--- src/sv/fmpf_pkg.sv ---
// Package for the first-match packet filter: field widths, bit offsets of
// the stream payloads, protocol and command codes, and the shared structs.
// No dependencies.
`default_nettype none

package fmpf_pkg;

   // Default number of rule cells in the chain.
   localparam int unsigned RuleSlotsDef = 16;

   // Field widths.
   localparam int unsigned RuleIndexW = 4;
   localparam int unsigned ActionW    = 2;
   localparam int unsigned AddressW   = 32;
   localparam int unsigned ProtocolW  = 4;
   localparam int unsigned IcmpW      = 9;
   localparam int unsigned PortW      = 16;
   localparam int unsigned FlagsW     = 16;
   localparam int unsigned FlagByteW  = 8;
   localparam int unsigned RuleHitW   = 4;
   localparam int unsigned CountW     = 5;
   // Width used when comparing a cell number with the rule count.
   localparam int unsigned CountCmpW  = 9;

   // Bit offsets inside the request tdata, lowest field first.
   localparam int unsigned OffRuleIndex = 0;
   localparam int unsigned OffAction    = OffRuleIndex + RuleIndexW;
   localparam int unsigned OffCheck     = OffAction + ActionW;
   localparam int unsigned OffAddress   = OffCheck + 1;
   localparam int unsigned OffProtocol  = OffAddress + AddressW;
   localparam int unsigned OffIcmp      = OffProtocol + ProtocolW;
   localparam int unsigned OffSrcFirst  = OffIcmp + IcmpW;
   localparam int unsigned OffSrcLast   = OffSrcFirst + PortW;
   localparam int unsigned OffDstFirst  = OffSrcLast + PortW;
   localparam int unsigned OffDstLast   = OffDstFirst + PortW;
   localparam int unsigned OffFlags     = OffDstLast + PortW;
   localparam int unsigned ReqUsedW     = OffFlags + FlagsW;
   localparam int unsigned ReqDataW     = ((ReqUsedW + 7) / 8) * 8;

   // Response tdata: verdict, matched, rule_hit, then zero padding.
   localparam int unsigned RspUsedW = ActionW + 1 + RuleHitW;
   localparam int unsigned RspDataW = ((RspUsedW + 7) / 8) * 8;

   // Command carried in tuser.
   typedef enum logic {
      CMD_WRITE   = 1'b0,
      CMD_INSPECT = 1'b1
   } cmd_type;

   // Protocol codes.
   localparam logic [ProtocolW-1:0] ProtoAny  = 4'd0;
   localparam logic [ProtocolW-1:0] ProtoTcp  = 4'd1;
   localparam logic [ProtocolW-1:0] ProtoUdp  = 4'd2;
   localparam logic [ProtocolW-1:0] ProtoIcmp = 4'd3;

   // Action codes.
   localparam logic [ActionW-1:0] ActAllow  = 2'd0;
   localparam logic [ActionW-1:0] ActReject = 2'd2;
   localparam logic [ActionW-1:0] ActSpare  = 2'd3;

   // One stored rule.
   typedef struct packed {
      logic [ActionW-1:0]   action;
      logic                 check_address;
      logic [AddressW-1:0]  address;
      logic [ProtocolW-1:0] protocol;
      logic [IcmpW-1:0]     icmp_msg;
      logic [FlagByteW-1:0] flag_mask;
      logic [FlagByteW-1:0] flag_match;
      logic [PortW-1:0]     src_first;
      logic [PortW-1:0]     src_last;
      logic [PortW-1:0]     dst_first;
      logic [PortW-1:0]     dst_last;
   } rule_type;

   // Packet header as it walks the chain, already gated by protocol.
   typedef struct packed {
      logic [AddressW-1:0]  address;
      logic [ProtocolW-1:0] protocol;
      logic [IcmpW-1:0]     icmp_msg;
      logic [PortW-1:0]     sport;
      logic [PortW-1:0]     dport;
      logic [FlagByteW-1:0] flags;
   } pkt_type;

   // First-match result carried alongside the packet.
   typedef struct packed {
      logic                matched;
      logic [ActionW-1:0]  verdict;
      logic [RuleHitW-1:0] rule_hit;
   } hit_type;

endpackage : fmpf_pkg

`default_nettype wire

--- src/sv/fmpf_cell.sv ---
// One rule cell of the filter chain: holds one rule, tests the packet that
// passes through and hands packet and first-match result to its neighbour.
// Depends on fmpf_pkg.
`default_nettype none

module fmpf_cell
   import fmpf_pkg::*;
#(
   parameter logic [RuleHitW-1:0] HIT_INDEX = '0
) (
   input  wire logic     clock,
   input  wire logic     reset,
   // Rule write
   input  wire logic     wr_en,
   input  wire rule_type wr_rule,
   // Cell lies below the rule count
   input  wire logic     enable,
   // From the previous cell
   input  wire logic     valid_prev,
   input  wire pkt_type  pkt_prev,
   input  wire hit_type  hit_prev,
   // To the next cell
   output logic          valid_next,
   output pkt_type       pkt_next,
   output hit_type       hit_next
);

   rule_type rule_ff, rule_in;
   logic     valid_ff;
   pkt_type  pkt_ff;
   hit_type  hit_ff, hit_in;

   logic addr_ok, proto_ok, src_ok, dst_ok, flags_ok, icmp_ok, rule_match;
   logic src_unset, dst_unset;

   // Rule storage is loaded only by a write transaction.
   assign rule_in = wr_en ? wr_rule : rule_ff;

   // Port ranges with a zero or inverted last port impose no constraint.
   assign src_unset = (rule_ff.src_last == '0) || (rule_ff.src_last < rule_ff.src_first);
   assign dst_unset = (rule_ff.dst_last == '0) || (rule_ff.dst_last < rule_ff.dst_first);
   assign src_ok    = src_unset || ((pkt_prev.sport >= rule_ff.src_first) &&
                                    (pkt_prev.sport <= rule_ff.src_last));
   assign dst_ok    = dst_unset || ((pkt_prev.dport >= rule_ff.dst_first) &&
                                    (pkt_prev.dport <= rule_ff.dst_last));

   assign addr_ok  = !rule_ff.check_address || (rule_ff.address == pkt_prev.address);
   assign proto_ok = (rule_ff.protocol == pkt_prev.protocol);
   assign flags_ok = ((rule_ff.flag_mask & pkt_prev.flags) == rule_ff.flag_match);
   assign icmp_ok  = (rule_ff.icmp_msg == '0) || (rule_ff.icmp_msg == pkt_prev.icmp_msg);

   // A rule with protocol "any" skips every test after the address.
   assign rule_match = addr_ok && ((rule_ff.protocol == ProtoAny) ||
                       (proto_ok && src_ok && dst_ok && flags_ok && icmp_ok));

   // An earlier hit is kept; otherwise this cell may claim the packet.
   always_comb begin
      hit_in = hit_prev;
      if (!hit_prev.matched && enable && rule_match) begin
         hit_in.matched  = 1'b1;
         hit_in.verdict  = rule_ff.action;
         hit_in.rule_hit = HIT_INDEX;
      end
   end

   always_ff @(posedge clock) begin
      rule_ff <= rule_in;
      pkt_ff  <= pkt_prev;
      hit_ff  <= hit_in;
   end

   always_ff @(posedge clock) begin
      if (reset) begin
         valid_ff <= 1'b0;
      end else begin
         valid_ff <= valid_prev;
      end
   end

   assign valid_next = valid_ff;
   assign pkt_next   = pkt_ff;
   assign hit_next   = hit_ff;

endmodule : fmpf_cell

`default_nettype wire

--- src/sv/first_match_packet_filter_top.sv ---
// First-match packet filter: a chain of RULE_SLOTS rule cells, one cell per cycle.
// An inspect packet passes the rule cells, the hold register and the output register to reach
// rsp_tvalid; a write answers through the hold and output registers. The input is ready again
// once the result sits in the output register, even while it waits there.
// Synchronous reset clears control state and rule_count; stored rules are undefined.
// Depends on fmpf_pkg and fmpf_cell.
`default_nettype none

module first_match_packet_filter_top
   import fmpf_pkg::*;
#(
   parameter int unsigned RULE_SLOTS = RuleSlotsDef
) (
   input  wire logic                clock,
   input  wire logic                reset,
   // Request stream
   input  wire logic                req_tvalid,
   output logic                     req_tready,
   // tdata from bit 0: rule_index, action, check_address, address, protocol,
   // ICMP type, src_first, src_last, dst_first, dst_last, TCP flags, zero pad
   input  wire logic [ReqDataW-1:0] req_tdata,
   // tuser: command
   input  wire logic                req_tuser,
   // Response stream
   output logic                     rsp_tvalid,
   input  wire logic                rsp_tready,
   // tdata from bit 0: verdict, matched, rule_hit, zero pad
   output logic [RspDataW-1:0]      rsp_tdata,
   // Configuration register: rule_count
   input  wire logic                csr_we,
   input  wire logic [CountW-1:0]   csr_wdata
);

   typedef enum logic [1:0] {
      ST_IDLE,
      ST_WALK,
      ST_HOLD
   } state_type;

   state_type           state_ff;
   logic                rsp_valid_ff;
   hit_type             rsp_hit_ff;
   hit_type             hold_hit_ff;
   logic [CountW-1:0]   rule_count_ff;

   logic                accept;
   logic                load_rsp;
   cmd_type             command;
   logic [RuleIndexW-1:0] rule_index;
   logic [ActionW-1:0]  req_action;
   logic [ProtocolW-1:0] req_protocol;
   logic [FlagsW-1:0]   req_flags;
   logic                is_l4;
   rule_type            wr_rule;
   pkt_type             inj_pkt;

   logic                valid_chain [0:RULE_SLOTS];
   pkt_type             pkt_chain   [0:RULE_SLOTS];
   hit_type             hit_chain   [0:RULE_SLOTS];

   // Request field extraction.
   assign accept       = req_tvalid && req_tready;
   assign command      = cmd_type'(req_tuser);
   assign rule_index   = req_tdata[OffRuleIndex +: RuleIndexW];
   assign req_action   = req_tdata[OffAction +: ActionW];
   assign req_protocol = req_tdata[OffProtocol +: ProtocolW];
   assign req_flags    = req_tdata[OffFlags +: FlagsW];

   // Rule image for a write transaction; action code three is stored as reject.
   always_comb begin
      wr_rule.action        = (req_action == ActSpare) ? ActReject : req_action;
      wr_rule.check_address = req_tdata[OffCheck];
      wr_rule.address       = req_tdata[OffAddress +: AddressW];
      wr_rule.protocol      = req_protocol;
      wr_rule.icmp_msg      = req_tdata[OffIcmp +: IcmpW];
      wr_rule.flag_mask     = req_flags[FlagsW-1 -: FlagByteW];
      wr_rule.flag_match    = req_flags[FlagByteW-1:0];
      wr_rule.src_first     = req_tdata[OffSrcFirst +: PortW];
      wr_rule.src_last      = req_tdata[OffSrcLast +: PortW];
      wr_rule.dst_first     = req_tdata[OffDstFirst +: PortW];
      wr_rule.dst_last      = req_tdata[OffDstLast +: PortW];
   end

   // Packet header gated by protocol before it enters the chain.
   assign is_l4 = (req_protocol == ProtoTcp) || (req_protocol == ProtoUdp);

   always_comb begin
      inj_pkt.address  = req_tdata[OffAddress +: AddressW];
      inj_pkt.protocol = req_protocol;
      inj_pkt.sport    = is_l4 ? req_tdata[OffSrcFirst +: PortW] : '0;
      inj_pkt.dport    = is_l4 ? req_tdata[OffDstFirst +: PortW] : '0;
      inj_pkt.flags    = (req_protocol == ProtoTcp) ? req_flags[FlagByteW-1:0] : '0;
      inj_pkt.icmp_msg = (req_protocol == ProtoIcmp) ? req_tdata[OffIcmp +: IcmpW] : '0;
   end

   // Head of the chain.
   assign valid_chain[0] = accept && (command == CMD_INSPECT);
   assign pkt_chain[0]   = inj_pkt;
   assign hit_chain[0]   = '0;

   // The row of rule cells.
   for (genvar i = 0; i < RULE_SLOTS; i++) begin : g_cell
      logic cell_wr;
      logic cell_en;

      assign cell_wr = accept && (command == CMD_WRITE) &&
                       (CountCmpW'(i) == CountCmpW'(rule_index));
      assign cell_en = (CountCmpW'(i) < CountCmpW'(rule_count_ff));

      fmpf_cell #(
         .HIT_INDEX (RuleHitW'(i))
      ) u_cell (
         .clock      (clock),
         .reset      (reset),
         .wr_en      (cell_wr),
         .wr_rule    (wr_rule),
         .enable     (cell_en),
         .valid_prev (valid_chain[i]),
         .pkt_prev   (pkt_chain[i]),
         .hit_prev   (hit_chain[i]),
         .valid_next (valid_chain[i+1]),
         .pkt_next   (pkt_chain[i+1]),
         .hit_next   (hit_chain[i+1])
      );
   end

   // Configuration register.
   always_ff @(posedge clock) begin
      if (reset) begin
         rule_count_ff <= '0;
      end else if (csr_we) begin
         rule_count_ff <= csr_wdata;
      end
   end

   // A held result moves to the output register once that register is free.
   assign load_rsp = (state_ff == ST_HOLD) && (!rsp_valid_ff || rsp_tready);

   // Transaction control and response register.
   always_ff @(posedge clock) begin
      if (reset) begin
         state_ff     <= ST_IDLE;
         rsp_valid_ff <= 1'b0;
      end else begin
         if (load_rsp) begin
            rsp_valid_ff <= 1'b1;
            rsp_hit_ff   <= hold_hit_ff;
         end else if (rsp_valid_ff && rsp_tready) begin
            rsp_valid_ff <= 1'b0;
         end
         unique case (state_ff)
            ST_IDLE: begin
               if (accept) begin
                  if (command == CMD_WRITE) begin
                     hold_hit_ff <= '0;
                     state_ff    <= ST_HOLD;
                  end else begin
                     state_ff    <= ST_WALK;
                  end
               end
            end
            ST_WALK: begin
               if (valid_chain[RULE_SLOTS]) begin
                  hold_hit_ff <= hit_chain[RULE_SLOTS];
                  state_ff    <= ST_HOLD;
               end
            end
            ST_HOLD: begin
               if (load_rsp) begin
                  state_ff <= ST_IDLE;
               end
            end
            default: begin
               state_ff <= ST_IDLE;
            end
         endcase
      end
   end

   assign req_tready = (state_ff == ST_IDLE);
   assign rsp_tvalid = rsp_valid_ff;
   assign rsp_tdata  = RspDataW'({rsp_hit_ff.rule_hit, rsp_hit_ff.matched, rsp_hit_ff.verdict});

endmodule : first_match_packet_filter_top

`default_nettype wire
--- config.mk ---
export PLATFORM = sky130hd
export DESIGN_NAME = first_match_packet_filter_top
export DESIGN_NICKNAME = d
export VERILOG_FILES = /design/src/sv/fmpf_pkg.sv /design/src/sv/fmpf_cell.sv /design/src/sv/first_match_packet_filter_top.sv
export SDC_FILE = /design/constraint.sdc
export NUM_CORES = 2
export LEC_CHECK = 0
export BUFFER_PORTS_ARGS = -buffer_cell sky130_fd_sc_hd__buf_2
export CORE_ASPECT_RATIO = 0.5
export CORE_MARGIN = 2
export CORE_UTILIZATION = 24
export DETAILED_ROUTE_END_ITERATION = 12
export MAX_ROUTING_LAYER = met4
export PLACE_DENSITY = 0.35
export SYNTH_ARGS = -nofsm -noshare
export SYNTH_HDL_FRONTEND = slang
export SYNTH_SLANG_ARGS = --single-unit
--- constraint.sdc ---
create_clock -name clock -period 13.1 [get_ports clock]
set_clock_uncertainty 0.15 [all_clocks]
set_input_delay 1.31 -clock clock [delete_from_list [all_inputs] [get_ports clock]]
set_output_delay 1.31 -clock clock [all_outputs]
set_load 0.01 [all_outputs]
* Yosys cells after proc, flatten, opt, wreduce, memory -nomap -nowiden *
Cells that the tools add are included.

word-level totals
  register bits after elaboration = 3473
  bits of input ports = 147
  output and inout port bits = 10
  logic and storage cells = 971

cells by class
  order comparisons = 112
  eq/ne operators = 89
  mux-type cells = 32
  bitwise gates (word level) = 18
  reduce and logical (&&, ||, !) cells = 381

operators with widths
  kind                                               count
  == test 32 bit                                     16
  greater-or-equal comparator 16 bit                 32
  less-or-equal comparator 16 bit                    32
  logical NOT 16 bit                                 32
  < comparator 16 bit                                32
  logical AND 1 bit                                  164
  == test 9 bit                                      16
  logical NOT 9 bit                                  16
  bitwise AND 8 bit                                  16
  == test 8 bit                                      16
  logical OR 1 bit                                   114
  2-to-1 mux 6 bit                                   15
  logical NOT 4 bit                                  17
  == test 4 bit                                      16
  < comparator 4 x 5 -> 1 bit, first input constant  8
  == test 4 bit, first input constant                8
  logical NOT 1 bit                                  32
  2-to-1 mux 16 bit                                  2
  2-to-1 mux 7 bit                                   4
  < comparator 3 x 5 -> 1 bit, first input constant  4
  == test 3 x 4 -> 1 bit, first input constant       4
  one-hot mux 7 bit (2 select lines)                 1
  < comparator 1 x 5 -> 1 bit, first input constant  2
  < comparator 2 x 5 -> 1 bit, first input constant  2
  other kinds (19)                                   31

* Longest topological paths before layout *
  word-level depth = 14
  depth in mapped cells = 13
  depth with buffers taken out = 12

* Cells and area by module *
From an unflattened synthesis, not the netlist that was laid out.

second synthesis, totals
  cells, all modules = 10402
  area total of the unflattened synthesis = 142982.1 um^2

by module, submodules not included
  module                             instances  cells an instance  area each (um^2)  seq. area each (um^2)
  fmpf_cell (g_cell[10].u_cell ...)  6          641                8844.7            5705.5
  fmpf_cell (g_cell[11].u_cell ...)  4          641                8846.0            5705.5
  fmpf_cell (g_cell[2].u_cell ...)   3          640                8863.5            5705.5
  fmpf_cell (g_cell[0].u_cell)       1          641                8878.5            5705.5
  fmpf_cell (g_cell[15].u_cell)      1          641                8847.2            5705.5
  fmpf_cell (g_cell[1].u_cell)       1          619                8734.6            5705.5
  first_match_packet_filter_top      1          171                1478.9            580.6

* Least setup slack after synthesis *
No wires, ideal clock.

  path type = input to register
  start = in req_tuser
  end = reg g_cell[0].u_cell.rule_ff[0] (netlist bit), enable pin
  setup time = 774 ps
  arrival time = 10525 ps
  data required time = 12176 ps
  setup slack = 1651 ps
  stages on the path = 3
  path buffers = 0
  path through = nand3b_1 > or3_1 > nor3_1

between the ends
  cells in the longest elaborated chain, start to end = 3

ends and longest elaborated chain
  what                             RTL line                              RTL
  from (decl)                      first_match_packet_filter_top.sv:23   input wire logic req_tuser,
  inverter 1 bit                   -
  logical AND 1 bit (2 in series)  first_match_packet_filter_top.sv:106  assign cell_wr = accept && (command == CMD_WRITE) &&
  via g_cell[0].cell_wr            first_match_packet_filter_top.sv:103  logic cell_wr;
  to (signal assigned)             fmpf_cell.sv:67                       rule_ff <= rule_in;
  to (decl)                        fmpf_cell.sv:28                       rule_type rule_ff, rule_in;

The timed path passes the listed nets, and every way through them passes these cells.
A chain may end at the register's enable or synchronous reset.

==> impl_metrics.tcl <==
set metrics [dict create \
    die_x_um 1080 \
    port_buffers 151 \
    cp.required_ns 13.80 \
    vdd_ir_drop_max_v 0.0001069 \
    worstSkewPairLatency_ns 0.92 \
    outcome "complete, no violations" \
    synth_area_um2 139000 \
    clock_path_buffers 4 \
    cts_setup_buffers 0 \
    arrival_ns 5.43 \
    multi_input_area_um2 45430 \
    wire_per_inst_um 24.24 \
    crit_chain "buf_2, buf_4, xnor2_1, nor3_2, buf_4, and2_1, ha_1, a21oi_1, a21boi_0, a311oi_1, a211o_1, a21oi_1, o221a_2, o31ai_1, and2_1" \
    p_sw_uw 5310 \
    synth_most_common_cell "edfxtp_1" \
    yosys.area.top_type_share_pct 44.56 \
    end_kind "flop" \
    fin_util_pct 28.23 \
    maxCapViolCount 0 \
    cp_max_fo 31 \
    cpPeakStageDelay_ns 0.94 \
    ios 157 \
    gp_congestion 0.8106 \
    firstDrtPassIters 5 \
    finalCritPeriodShare_pct 36.14 \
    fin_setup_tns_ns 0 \
    grt_max_degree 97 \
    synth_seq_cells 3458 \
    drc 0 \
    relSlewSlack_pct 8.566 \
    synth_fp_nets 11680 \
    syn2layout_area_growth_pct 17.06 \
    synth_commonest_cells "2062 x edfxtp_1, 1502 x ha_1, 1396 x dfxtp_1" \
    die_h_um 542.1 \
    cts_root_buffer "clkbuf_16" \
    tightest_slew_ns 1.357 \
    max_freq_mhz 211.2 \
    ys_async_sr_fraction_pct 0 \
    power_leakage_uw 0.06396 \
    min_period_ns 4.735 \
    avgViaCountPerCell 4.268 \
    h-tree-depth 5 \
    power_density_nw_per_um2 142.4 \
    layout-drive-gt1-share_pct 8.837 \
    fillers 58380 \
    hold_class "reg2reg" \
    grt_pass1_wl_um 627800 \
    core_um2 576300 \
    avgSynthCellArea_um2 13.85 \
    seqCellArea_um2 89870 \
    clk_pin_slew_ns 0.07 \
    hold_buffers 0 \
    yosysSeqAreaShare_pct 64.67 \
    post_cts_resize_count 0 \
    hpwlAfterDp_um 319000 \
    worstSetupPathType "in2reg" \
    rsz0062_at_grt "false" \
    seq_power_share_pct 51.4 \
    setup_viol 0 \
    syn_inst 10040 \
    slowest_stage "xnor2_1" \
    critPathTopFamily "compound AO/OA/AOI/OAI gates" \
    start_kind "input port" \
    critPathBufInv 3 \
    synth_edf_count 2062 \
    ys_warn_count 0 \
    p_sw_share_pct 22.91 \
    yosys_most_used_dff "edfxtp_1" \
    die_area_um2 585500 \
    internal_power_uw 17860 \
    num_rows 197 \
    cts_tree "done" \
    drtIter0Drc 6246 \
    start_util_pct 24.11 \
    nNetsFinal 12340 \
    ys_top_cells_by_area "edfxtp_1 45%, dfxtp_1 20%, ha_1 14%" \
    antenna_found_initial 104 \
    grt_use_total_pct 15.53 \
    grt_pass1_vias 81080 \
    postRouteAntennaNets 0 \
    p_comb_share_pct 3.4 \
    maxSlewViolCount 0 \
    hold_viol_final 0 \
    overflow 0 \
    wirelength_um 452700 \
    yosysTopAreaCell "edfxtp_1" \
    clkPwrFrac_pct 45.2 \
    cts_buffers 351 \
    vias 79710 \
    ys_types 81 \
    cts_sinks 3458 \
]
routing by layer:
| layer | global-route usage (%) | part of all wire (%) | vias to the layer above |
|---|---|---|---|
| met5 | - | 0 | - |
| met4 | 3.275 | 2.3 | 0 |
| met3 | 2.115 | 4.7 | 522 |
| met2 | 24.75 | 46 | 1639 |
| met1 | 21.14 | 47 | 39240 |
| li1 | - | - | 38310 |
path summary, 6_finish.rpt:
kind	start	endpoint	slack, ns	cells after the start
max	req_tdata[39]	g_cell[0].u_cell.hit_next[5]$_SDFF_PN0_	8.37	15
min	g_cell[10].u_cell.pkt_next[2]$_DFF_P_	g_cell[11].u_cell.pkt_next[2]$_DFF_P_	0.17	0
max reg2reg	g_cell[2].u_cell.rule_ff[94]$_DFFE_PP_	g_cell[2].u_cell.hit_next[5]$_DFF_P_	8.56	9
min reg2reg	g_cell[10].u_cell.pkt_next[2]$_DFF_P_	g_cell[11].u_cell.pkt_next[2]$_DFF_P_	0.17	0
power groups by stage:
stage / Clock (µW) / Combinational [µW] / Sequential, µW
2_1_floorplan: 0 / 338 / 12100
3_3_place_gp: 0 / 815 / 12200
3_5_place_dp: 0 / 820 / 12100
4_1_cts: 10800 / 825 / 11900
5_1_grt: 11200 / 879 / 11900
6_report: 10500 / 793 / 11900
area by class of cell:
type                       instances  share of cell area, %
sequential                      3458                  55.24
multi-input combinational       5527                  27.92
clock buffer                     513                  6.266
tap                             7661                  5.892
inverter                        1035                  2.388
timing repair buffer             314                  1.224
clock inverter                   141                  1.020
antenna                           29                0.04461
sequential cells by signal, summed over array words and instances (netlist names), 2 cells and up:
signal	flops
rsp_tdata	7
g_cell.u_cell.rule_ff	2048
rule_count_ff	5
hold_hit_ff	7
g_cell.u_cell.valid_next	16
g_cell.u_cell.hit_next	97
g_cell.u_cell.pkt_next	1275
state_ff	2
metrics by stage:
step / area, µm² / hold slack, ns / cells / total power, µW / setup slack, ns
after floorplan: 139000 / 0.1806 / 10040 / 12390 / 1.651
after global placement: 150700 / 0.1903 / 18000 / 12970 / 7.469
after detailed placement: 150700 / 0.1848 / 18000 / 12970 / 7.559
after CTS: 162600 / 0.1729 / 18650 / 23550 / 8.345
after global routing: 162600 / 0.1884 / 18650 / 24040 / 8.281
final: 162700 / 0.1749 / 18680 / 23170 / 8.365
cells by family (layout without fill, tap and decap cells):
logic type,Yosys count,in the layout,synth area share [%]
AOI/OAI and AO/OA,1350,1350,6.332
xor gates and xnor gates,846,846,5.332
adders and majority gates,1502,1502,13.52
buffers and inverters,1050,2003,2.859
DFF,3458,3458,64.67
muxes,35,35,0.2746
other,1,30,0.002698
and+or+nand+nor,1793,1793,7.010
layout by cell type (no fill, tap or decap), drive strengths merged, types with 237 or more instances in the layout:
cell type,n
edfxtp,2062
nand2,348
buf,314
xor2,338
xnor2,508
nor4,298
o21ai,237
ha,1502
a21oi,420
dfxtp,1396
clkbuf,513
inv,1053
nand4,347
worst register-to-register path, stage by stage (launching register included):
cell,delay (ns)
edfxtp_1,0.38
xnor2_1,0.16
nand4_1,0.26
nor4_1,0.44
nand2_1,0.48
a221oi_2,1.11
o31ai_1,0.27
buf_4,0.25
o21ai_1,0.52
mux2_2,0.40
Power figures use the tool's default switching activity.
